**src/rtl/mtw_pkg.sv**
```systemverilog
`timescale 1ns / 1ps
package mtw_pkg;

  localparam int unsigned TableWords  = 624;
  localparam int unsigned TwistOffset = 397;
  localparam int unsigned AddrW       = 10;

  localparam logic [AddrW-1:0] LastIdx     = AddrW'(TableWords - 1);
  localparam logic [AddrW-1:0] PosUsedUp   = AddrW'(TableWords);
  localparam logic [AddrW-1:0] PosUnseeded = AddrW'(TableWords + 1);
  localparam logic [AddrW-1:0] FarWrap     = AddrW'(TableWords - TwistOffset);
  localparam logic [AddrW-1:0] FarFwd      = AddrW'(TwistOffset);

  localparam logic [31:0] MatA        = 32'd2567483615;
  localparam logic [31:0] UpperBit    = 32'd2147483648;
  localparam logic [31:0] LowerBits   = 32'd2147483647;
  localparam logic [31:0] TemperB     = 32'd2636928640;
  localparam logic [31:0] TemperC     = 32'd4022730752;
  localparam logic [31:0] SeedMult    = 32'd69069;
  localparam logic [31:0] SeedDefault = 32'd4357;

  localparam logic CmdNext = 1'b0;
  localparam logic CmdSeed = 1'b1;

  typedef enum logic [2:0] {
    ST_IDLE,
    ST_FILL,
    ST_TW_PRIME,
    ST_TW_LOAD,
    ST_TW_RD,
    ST_TW_WR,
    ST_WORD_RD,
    ST_WORD_OUT
  } mtw_state_e;

  typedef enum logic {
    WR_FILL,
    WR_TWIST
  } mtw_wr_sel_e;

  typedef enum logic {
    SEED_INPUT,
    SEED_DEFAULT
  } mtw_seed_sel_e;

  typedef struct packed {
    logic          mem_we;
    mtw_wr_sel_e   wr_sel;
    logic [AddrW-1:0] wr_addr;
    logic [AddrW-1:0] addr_a;
    logic [AddrW-1:0] addr_b;
    logic          load_seed;
    mtw_seed_sel_e seed_sel;
    logic          step_fill;
    logic          load_cur;
    logic          load_out;
  } mtw_cmd_t;

  typedef struct packed {
    logic out_free;
  } mtw_status_t;

  function automatic logic [31:0] twist_word(input logic [31:0] cur,
                                             input logic [31:0] nxt,
                                             input logic [31:0] far);
    logic [31:0] y;
    logic [31:0] v;
    y = (cur & UpperBit) | (nxt & LowerBits);
    v = far ^ (y >> 1);
    if (y[0]) begin
      v = v ^ MatA;
    end
    return v;
  endfunction

  function automatic logic [31:0] temper(input logic [31:0] w);
    logic [31:0] y;
    y = w;
    y = y ^ (y >> 11);
    y = y ^ ((y << 7) & TemperB);
    y = y ^ ((y << 15) & TemperC);
    y = y ^ (y >> 18);
    return y;
  endfunction

endpackage

```
**src/rtl/mtw_controller.sv**
```systemverilog
`timescale 1ns / 1ps
module mtw_controller (
  input  logic                clk_i,
  input  logic                rst_ni,
  input  logic                in_valid_i,
  output logic                in_ready_o,
  input  logic                command_i,
  output mtw_pkg::mtw_cmd_t    cmd_o,
  input  mtw_pkg::mtw_status_t status_i
);
  import mtw_pkg::*;

  mtw_state_e       state_q, state_d;
  logic [AddrW-1:0] pos_q, pos_d;
  logic [AddrW-1:0] idx_q, idx_d;
  logic             pend_q, pend_d;
  logic             accept;
  logic [AddrW-1:0] nxt_idx, far_idx;

  assign accept = (state_q == ST_IDLE) && in_valid_i;

  // neighbor and far index of the twist, both mod table size
  assign nxt_idx = (idx_q == LastIdx) ? '0 : idx_q + 1'b1;
  assign far_idx = (idx_q < FarWrap) ? idx_q + FarFwd : idx_q - FarWrap;

  always_comb begin
    state_d = state_q;
    pos_d   = pos_q;
    idx_d   = idx_q;
    pend_d  = pend_q;
    case (state_q)
      ST_IDLE: begin
        if (accept) begin
          idx_d = '0;
          if (command_i == CmdSeed) begin
            pend_d  = 1'b0;
            state_d = ST_FILL;
          end else if (pos_q == PosUnseeded) begin
            pend_d  = 1'b1;
            state_d = ST_FILL;
          end else if (pos_q == PosUsedUp) begin
            state_d = ST_TW_PRIME;
          end else begin
            state_d = ST_WORD_RD;
          end
        end
      end
      ST_FILL: begin
        if (idx_q == LastIdx) begin
          idx_d   = '0;
          pos_d   = PosUsedUp;
          state_d = pend_q ? ST_TW_PRIME : ST_IDLE;
        end else begin
          idx_d = idx_q + 1'b1;
        end
      end
      ST_TW_PRIME: state_d = ST_TW_LOAD;
      ST_TW_LOAD:  state_d = ST_TW_RD;
      ST_TW_RD:    state_d = ST_TW_WR;
      ST_TW_WR: begin
        if (idx_q == LastIdx) begin
          idx_d   = '0;
          pos_d   = '0;
          state_d = ST_WORD_RD;
        end else begin
          idx_d   = idx_q + 1'b1;
          state_d = ST_TW_RD;
        end
      end
      ST_WORD_RD: state_d = ST_WORD_OUT;
      ST_WORD_OUT: begin
        if (status_i.out_free) begin
          pos_d   = pos_q + 1'b1;
          state_d = ST_IDLE;
        end
      end
      default: state_d = ST_IDLE;
    endcase
  end

  always_comb begin
    cmd_o           = '0;
    cmd_o.wr_sel    = WR_FILL;
    cmd_o.seed_sel  = SEED_INPUT;
    cmd_o.wr_addr   = idx_q;
    in_ready_o      = 1'b0;
    case (state_q)
      ST_IDLE: begin
        in_ready_o      = 1'b1;
        cmd_o.load_seed = accept;
        cmd_o.seed_sel  = (command_i == CmdSeed) ? SEED_INPUT : SEED_DEFAULT;
      end
      ST_FILL: begin
        cmd_o.mem_we    = 1'b1;
        cmd_o.step_fill = 1'b1;
      end
      ST_TW_PRIME: cmd_o.addr_a = '0;
      ST_TW_LOAD:  cmd_o.load_cur = 1'b1;
      ST_TW_RD: begin
        cmd_o.addr_a = nxt_idx;
        cmd_o.addr_b = far_idx;
      end
      ST_TW_WR: begin
        cmd_o.mem_we   = 1'b1;
        cmd_o.wr_sel   = WR_TWIST;
        cmd_o.load_cur = 1'b1;
      end
      ST_WORD_RD:  cmd_o.addr_a = pos_q;
      // keep reading the same word while the output register is full
      ST_WORD_OUT: begin
        cmd_o.addr_a   = pos_q;
        cmd_o.load_out = status_i.out_free;
      end
      default: ;
    endcase
  end

  always_ff @(posedge clk_i or negedge rst_ni) begin
    if (!rst_ni) begin
      state_q <= ST_IDLE;
      pos_q   <= PosUnseeded;
      idx_q   <= '0;
      pend_q  <= 1'b0;
    end else begin
      state_q <= state_d;
      pos_q   <= pos_d;
      idx_q   <= idx_d;
      pend_q  <= pend_d;
    end
  end

endmodule

```
**config.mk**
```make
export PLATFORM = sky130hd
export DESIGN_NAME = mtw_controller
export DESIGN_NICKNAME = d
export VERILOG_FILES = /design/src/rtl/mtw_pkg.sv /design/src/rtl/mtw_controller.sv
export SDC_FILE = /design/constraint.sdc
export NUM_CORES = 1
export LEC_CHECK = 0
export BUFFER_PORTS_ARGS = -buffer_cell sky130_fd_sc_hd__clkbuf_2
export CORE_ASPECT_RATIO = 0.5
export CORE_MARGIN = 2
export CORE_UTILIZATION = 55
export CTS_BUF_LIST = sky130_fd_sc_hd__clkbuf_16
export DETAILED_ROUTE_END_ITERATION = 6
export MAX_ROUTING_LAYER = met4
export PLACE_DENSITY = 0.8
export SLEW_MARGIN = 5
export SYNTH_ARGS = -nofsm -noshare
export SYNTH_HDL_FRONTEND = slang
export SYNTH_SLANG_ARGS = --single-unit
```
**constraint.sdc**
```tcl
create_clock -name clk_i -period 3 [get_ports clk_i]
set_input_delay 0.45 -clock clk_i [delete_from_list [all_inputs] [get_ports clk_i]]
set_output_delay 0.45 -clock clk_i [all_outputs]
set_load 0.03 [all_outputs]
```
After elaboration in Yosys (flattened, before gate mapping)
Cells that the tools add are included.

Flip-flop bits (word level): 24. Input port bits: 5. Output and inout port bits: 38. Word-level logic and storage cells: 64.

Add/subtract/negate cells: 4. Magnitude comparators: 1. Equal/unequal tests: 14. Multiplexer cells: 29. Reduce and logical (&&, ||, !) cells: 12.

Operators by type and width (number): two-way mux 10 bit (7); case mux 10 bit (2 select lines) (2); equality test 10 bit (second input constant) (3); case mux 10 bit (3 select lines) (1); case mux 3 bit (8 select lines) (1); adder 10 x 1 -> 10 bit (second input constant) (2); two-way mux 3 bit (6); equality test 3 bit (second input constant) (4); adder 10 x 9 -> 10 bit (second input constant) (1); < comparator 10 x 8 -> 1 bit (second input constant) (1); subtractor 10 x 8 -> 10 bit (second input constant) (1); two-way mux 1 bit (9); != test 2 bit (second input constant) (4); equality test 3 x 2 -> 1 bit (second input constant) (2); two-way mux 2 bit (3); AND reduction 3 bit (2); OR reduction 2 bit (3); AND reduction 4 bit (1); nonzero test 2 bit (2); equality test 3 x 1 -> 1 bit (second input constant) (1); zero test 3 bit (1); nonzero test 3 bit (1); AND reduction 2 bit (1); logical AND 1 bit (1).

Longest topological paths before layout
Depth after elaboration: 6. Mapped depth: 7. Depth with buffers taken out: 6.

Worst setup path before layout
Ideal clock, no wire load.

Kind: register -> output. From: register idx_q[1]. To: output cmd_o[14] (netlist bit). Arrival: 2551 ps. Required time: 2550 ps. Path slack: -1 ps. Stages on the path, launching flop included: 7. Buffers on the path: 1. Path through: dfrtp_1 > ha_1 > clkbuf_1 > nor4_2 > or3b_2 > a21oi_1 > nor4_1.

RTL lines: start: declaration (RTL line mtw_controller.sv:15) `logic [AddrW-1:0] idx_q, idx_d;`; start signal: assignment (RTL line mtw_controller.sv:127) `idx_q <= idx_d;`; end: declaration (RTL line mtw_controller.sv:8) `output mtw_pkg::mtw_cmd_t cmd_o,`.

==> impl_results.md <==
- CORE AREA: 3450 µm²
- Worst Hold Class: in -> async
- Diodes inserted: 0
- Worst-path maximum fanout: 10
- Initial antenna violation count: 0
- First-pass DRT Iterations: 7
- Share of the core filled with cells: 66.9%
- Drt drc: 5
- CP Capture Point: cmd_o[23]
- Slew margin rel.: 58.5%
- Min cycle time layout: 2.87 ns
- Clock latency on the worst-skew pair: 0.26 ns
- Die H: 46.7 µm
- RSZ-0062 raised after global routing: no
- Clk pin slew, worst setup/hold paths: 0.06 ns
- R2r startpoint: idx_q[4]
- GR Overflow Total: 0
- H-Tree Depth: 1
- Critical Path End Type: primary output
- FF-to-FF path depth: 4
- Crit Path Category: reg -> out
- R2r endpoint: pos_q[8]
- Max Clk Rate: 0.348 GHz
- Routed Antenna Nets: 0
- Ys flop type: dfrtp_1
- Crit path DAT: 2.42 ns
- First-pass GRT wire length: 8800 µm
- Maximum vdd drop: 0.000278 V
- Vias per inst: 6.24
- Post-cts hold buffer count: 0
- Tightest Pin Transition: 0.623 ns
- IO Port Bufs: 42
- Total Routing Usage GR: 28.7%
- I/O Pins: 43
- Fin. max-slew vios: 0
- Flip-flop and latch count after synthesis: 24
- Layout cell share with drive strength beyond 1: 23.4%
- R2r setup slk: 0.93 ns
- Clock buffer count from CTS: 3
- Syn Std Cell Area: 2000 µm²
- TritonCTS clock tree: yes
- Max clock buf depth: 2
- Status: finished with violations
- Worst clock skew: 0.00358 ns
- Die Width: 89.3 µm
- Period utilization: 95.6%
- Leakage power: 0.986 nW
- Final Hold Fails: 0
- DR iter-0 viols: 212
- Via Count: 2104
- Final setup violation count: 0
- Total negative setup slack: 0 ns
- Post-CTS setup buffer count: 0
- Post-synthesis cell count: 255
- Resize count post-CTS: 0
- Violated checks: DRC
- Largest net degree at the start of global routing: 25
- Clock Tree Root: clkbuf_16
- Pwr Density: 311 nW/µm²
- P&R area growth vs syn: 15.4%
- Library cells used by synthesis: 56
- Gpl congestion: 0.942
- Vias in the first global route: 1726
- Avg Cell Area, Syn: 7.86 µm²
- Yosys warnings: 0
- EDFF count, synth: 0
- Rows: 15
- Final wirelength: 5490 µm
- Maximum Capacitance Violations: 0
- Worst Setup SP: idx_q[0]
- Sequential area share after synthesis: 30.3%
- Clock Sinks: 24
- DIE AREA: 4170 µm²
- Worst endpoint required time: 2.55 ns
- Critical path launch point type: register
- Final net count: 296
- Hpwl dp: 3790 µm
- Ys async rst share: 100%
- Syn nets: 264
- Avg WL per Cell: 16.3 µm
- Initial Utilization: 58.0%
-- cell usage after synthesis (4+ instances only) --
master | number | area, µm²
ha_1 | 4 | 50.1
nor2_1 | 19 | 71.3
a21oi_1 | 22 | 110
nand2_1 | 25 | 93.8
o21ai_0 | 25 | 125
a22o_1 | 6 | 52.6
nor3_1 | 6 | 30.0
or3_1 | 5 | 31.3
nor4_1 | 4 | 25.0
and2_1 | 4 | 25.0
dfrtp_1 | 19 | 475
dfstp_2 | 5 | 131
nand2b_1 | 4 | 25.0
nand3_1 | 10 | 50.1
inv_1 | 14 | 52.6
xnor2_1 | 8 | 70.1
clkbuf_1 | 12 | 45.0
a31oi_1 | 6 | 37.5
-- cell type report --
| type | instances | area, µm² |
|---|---|---|
| multi-input combinational | 198 | 1240 |
| fill | 307 | 1140 |
| sequential | 24 | 607 |
| timing repair buffer | 46 | 240 |
| clock buffer | 3 | 75.1 |
| tap | 51 | 63.8 |
| inverter | 14 | 52.6 |
| clock inverter | 1 | 30.0 |
-- metrics by stage --
step | total power [mW] | instance area, µm² | std cells | hold slack [ns] | setup slack, ns
CTS | 0.723 | 2310 | 337 | 0.214 | 0.141
floorplan | 0.331 | 2010 | 255 | 0.154 | 0.0620
global route | 0.737 | 2310 | 337 | 0.235 | 0.00237
global placement | 0.342 | 2210 | 333 | 0.498 | 0.530
finish | 0.719 | 2310 | 337 | 0.192 | 0.131
detailed placement | 0.342 | 2210 | 333 | 0.494 | 0.446
-- sequential cells by signal (all words and copies together), names as in the netlist --
name     flops
pos_q       10
idx_q       10
pend_q       1
state_q      3
-- kinds of logic (layout without fill, tap and decap cells) --
group	after synthesis	in the layout	synth area share [%]
adder cells (fa/ha/maj)	4	4	2.50
AND/OR/NAND/NOR	94	94	25.2
multiplexers	3	3	1.56
buffers and inverters	33	64	7.99
AO/OA/AOI/OAI	87	87	28.1
flip-flops	24	24	30.3
XOR/XNOR	10	10	4.37
-- metal layers --
| layer | part of all wire (%) | vias to the layer above | global-route usage [%] | wire length [µm] |
|---|---|---|---|---|
| li1 | - | 1003 | - | - |
| met1 | 46 | 1001 | 41.5 | 2510 |
| met2 | 46 | 97 | 43.4 | 2510 |
| met3 | 8.0 | 3 | 5.02 | 442 |
| met4 | 0.36 | 0 | 3.58 | 20 |
| met5 | 0 | - | - | 0 |
-- report_power, final --
| part | switching (mW) | internal, mW | leakage, nW |
|---|---|---|---|
| Sequential | 0 | 0.324 | 0.286 |
| Combinational | 0.00890 | 0.00262 | 0.648 |
| Clock | 0.118 | 0.265 | 0.0511 |
| Total | 0.127 | 0.592 | 0.986 |
-- worst min path at each step --
stage                 from        to  slack (ns)  cells after the start
finish              rst_ni    pend_q        0.19                      1
CTS                 rst_ni    pend_q        0.21                      1
global route        rst_ni    pend_q        0.24                      1
floorplan           rst_ni  idx_q[0]        0.15                      0
detailed placement  rst_ni    pend_q        0.49                      1
global placement    rst_ni    pend_q        0.50                      1
-- cell usage in the layout (no fill, tap or decap), drive strengths merged, types with 5 or more instances in the layout --
master | Yosys | layout
dfrtp | 19 | 19
nor4 | 6 | 6
clkbuf | 13 | 45
a31oi | 6 | 6
a21oi | 22 | 22
nor3 | 6 | 6
nor2 | 19 | 19
inv | 14 | 14
nand2 | 25 | 25
a22o | 6 | 6
o21ai | 25 | 25
dfstp | 5 | 5
xnor2 | 8 | 8
or3 | 5 | 5
nand3 | 10 | 10
-- worst max-delay path, cell delays in order (launching register included) --
cell and delay (ns):
dfrtp_1 0.54, ha_1 0.39, nand3_1 0.25, or3_1 0.44, xnor2_1 0.15, o21ai_0 0.16
clkbuf_2 0.23
No activity file was read; power rests on OpenSTA's default activity.
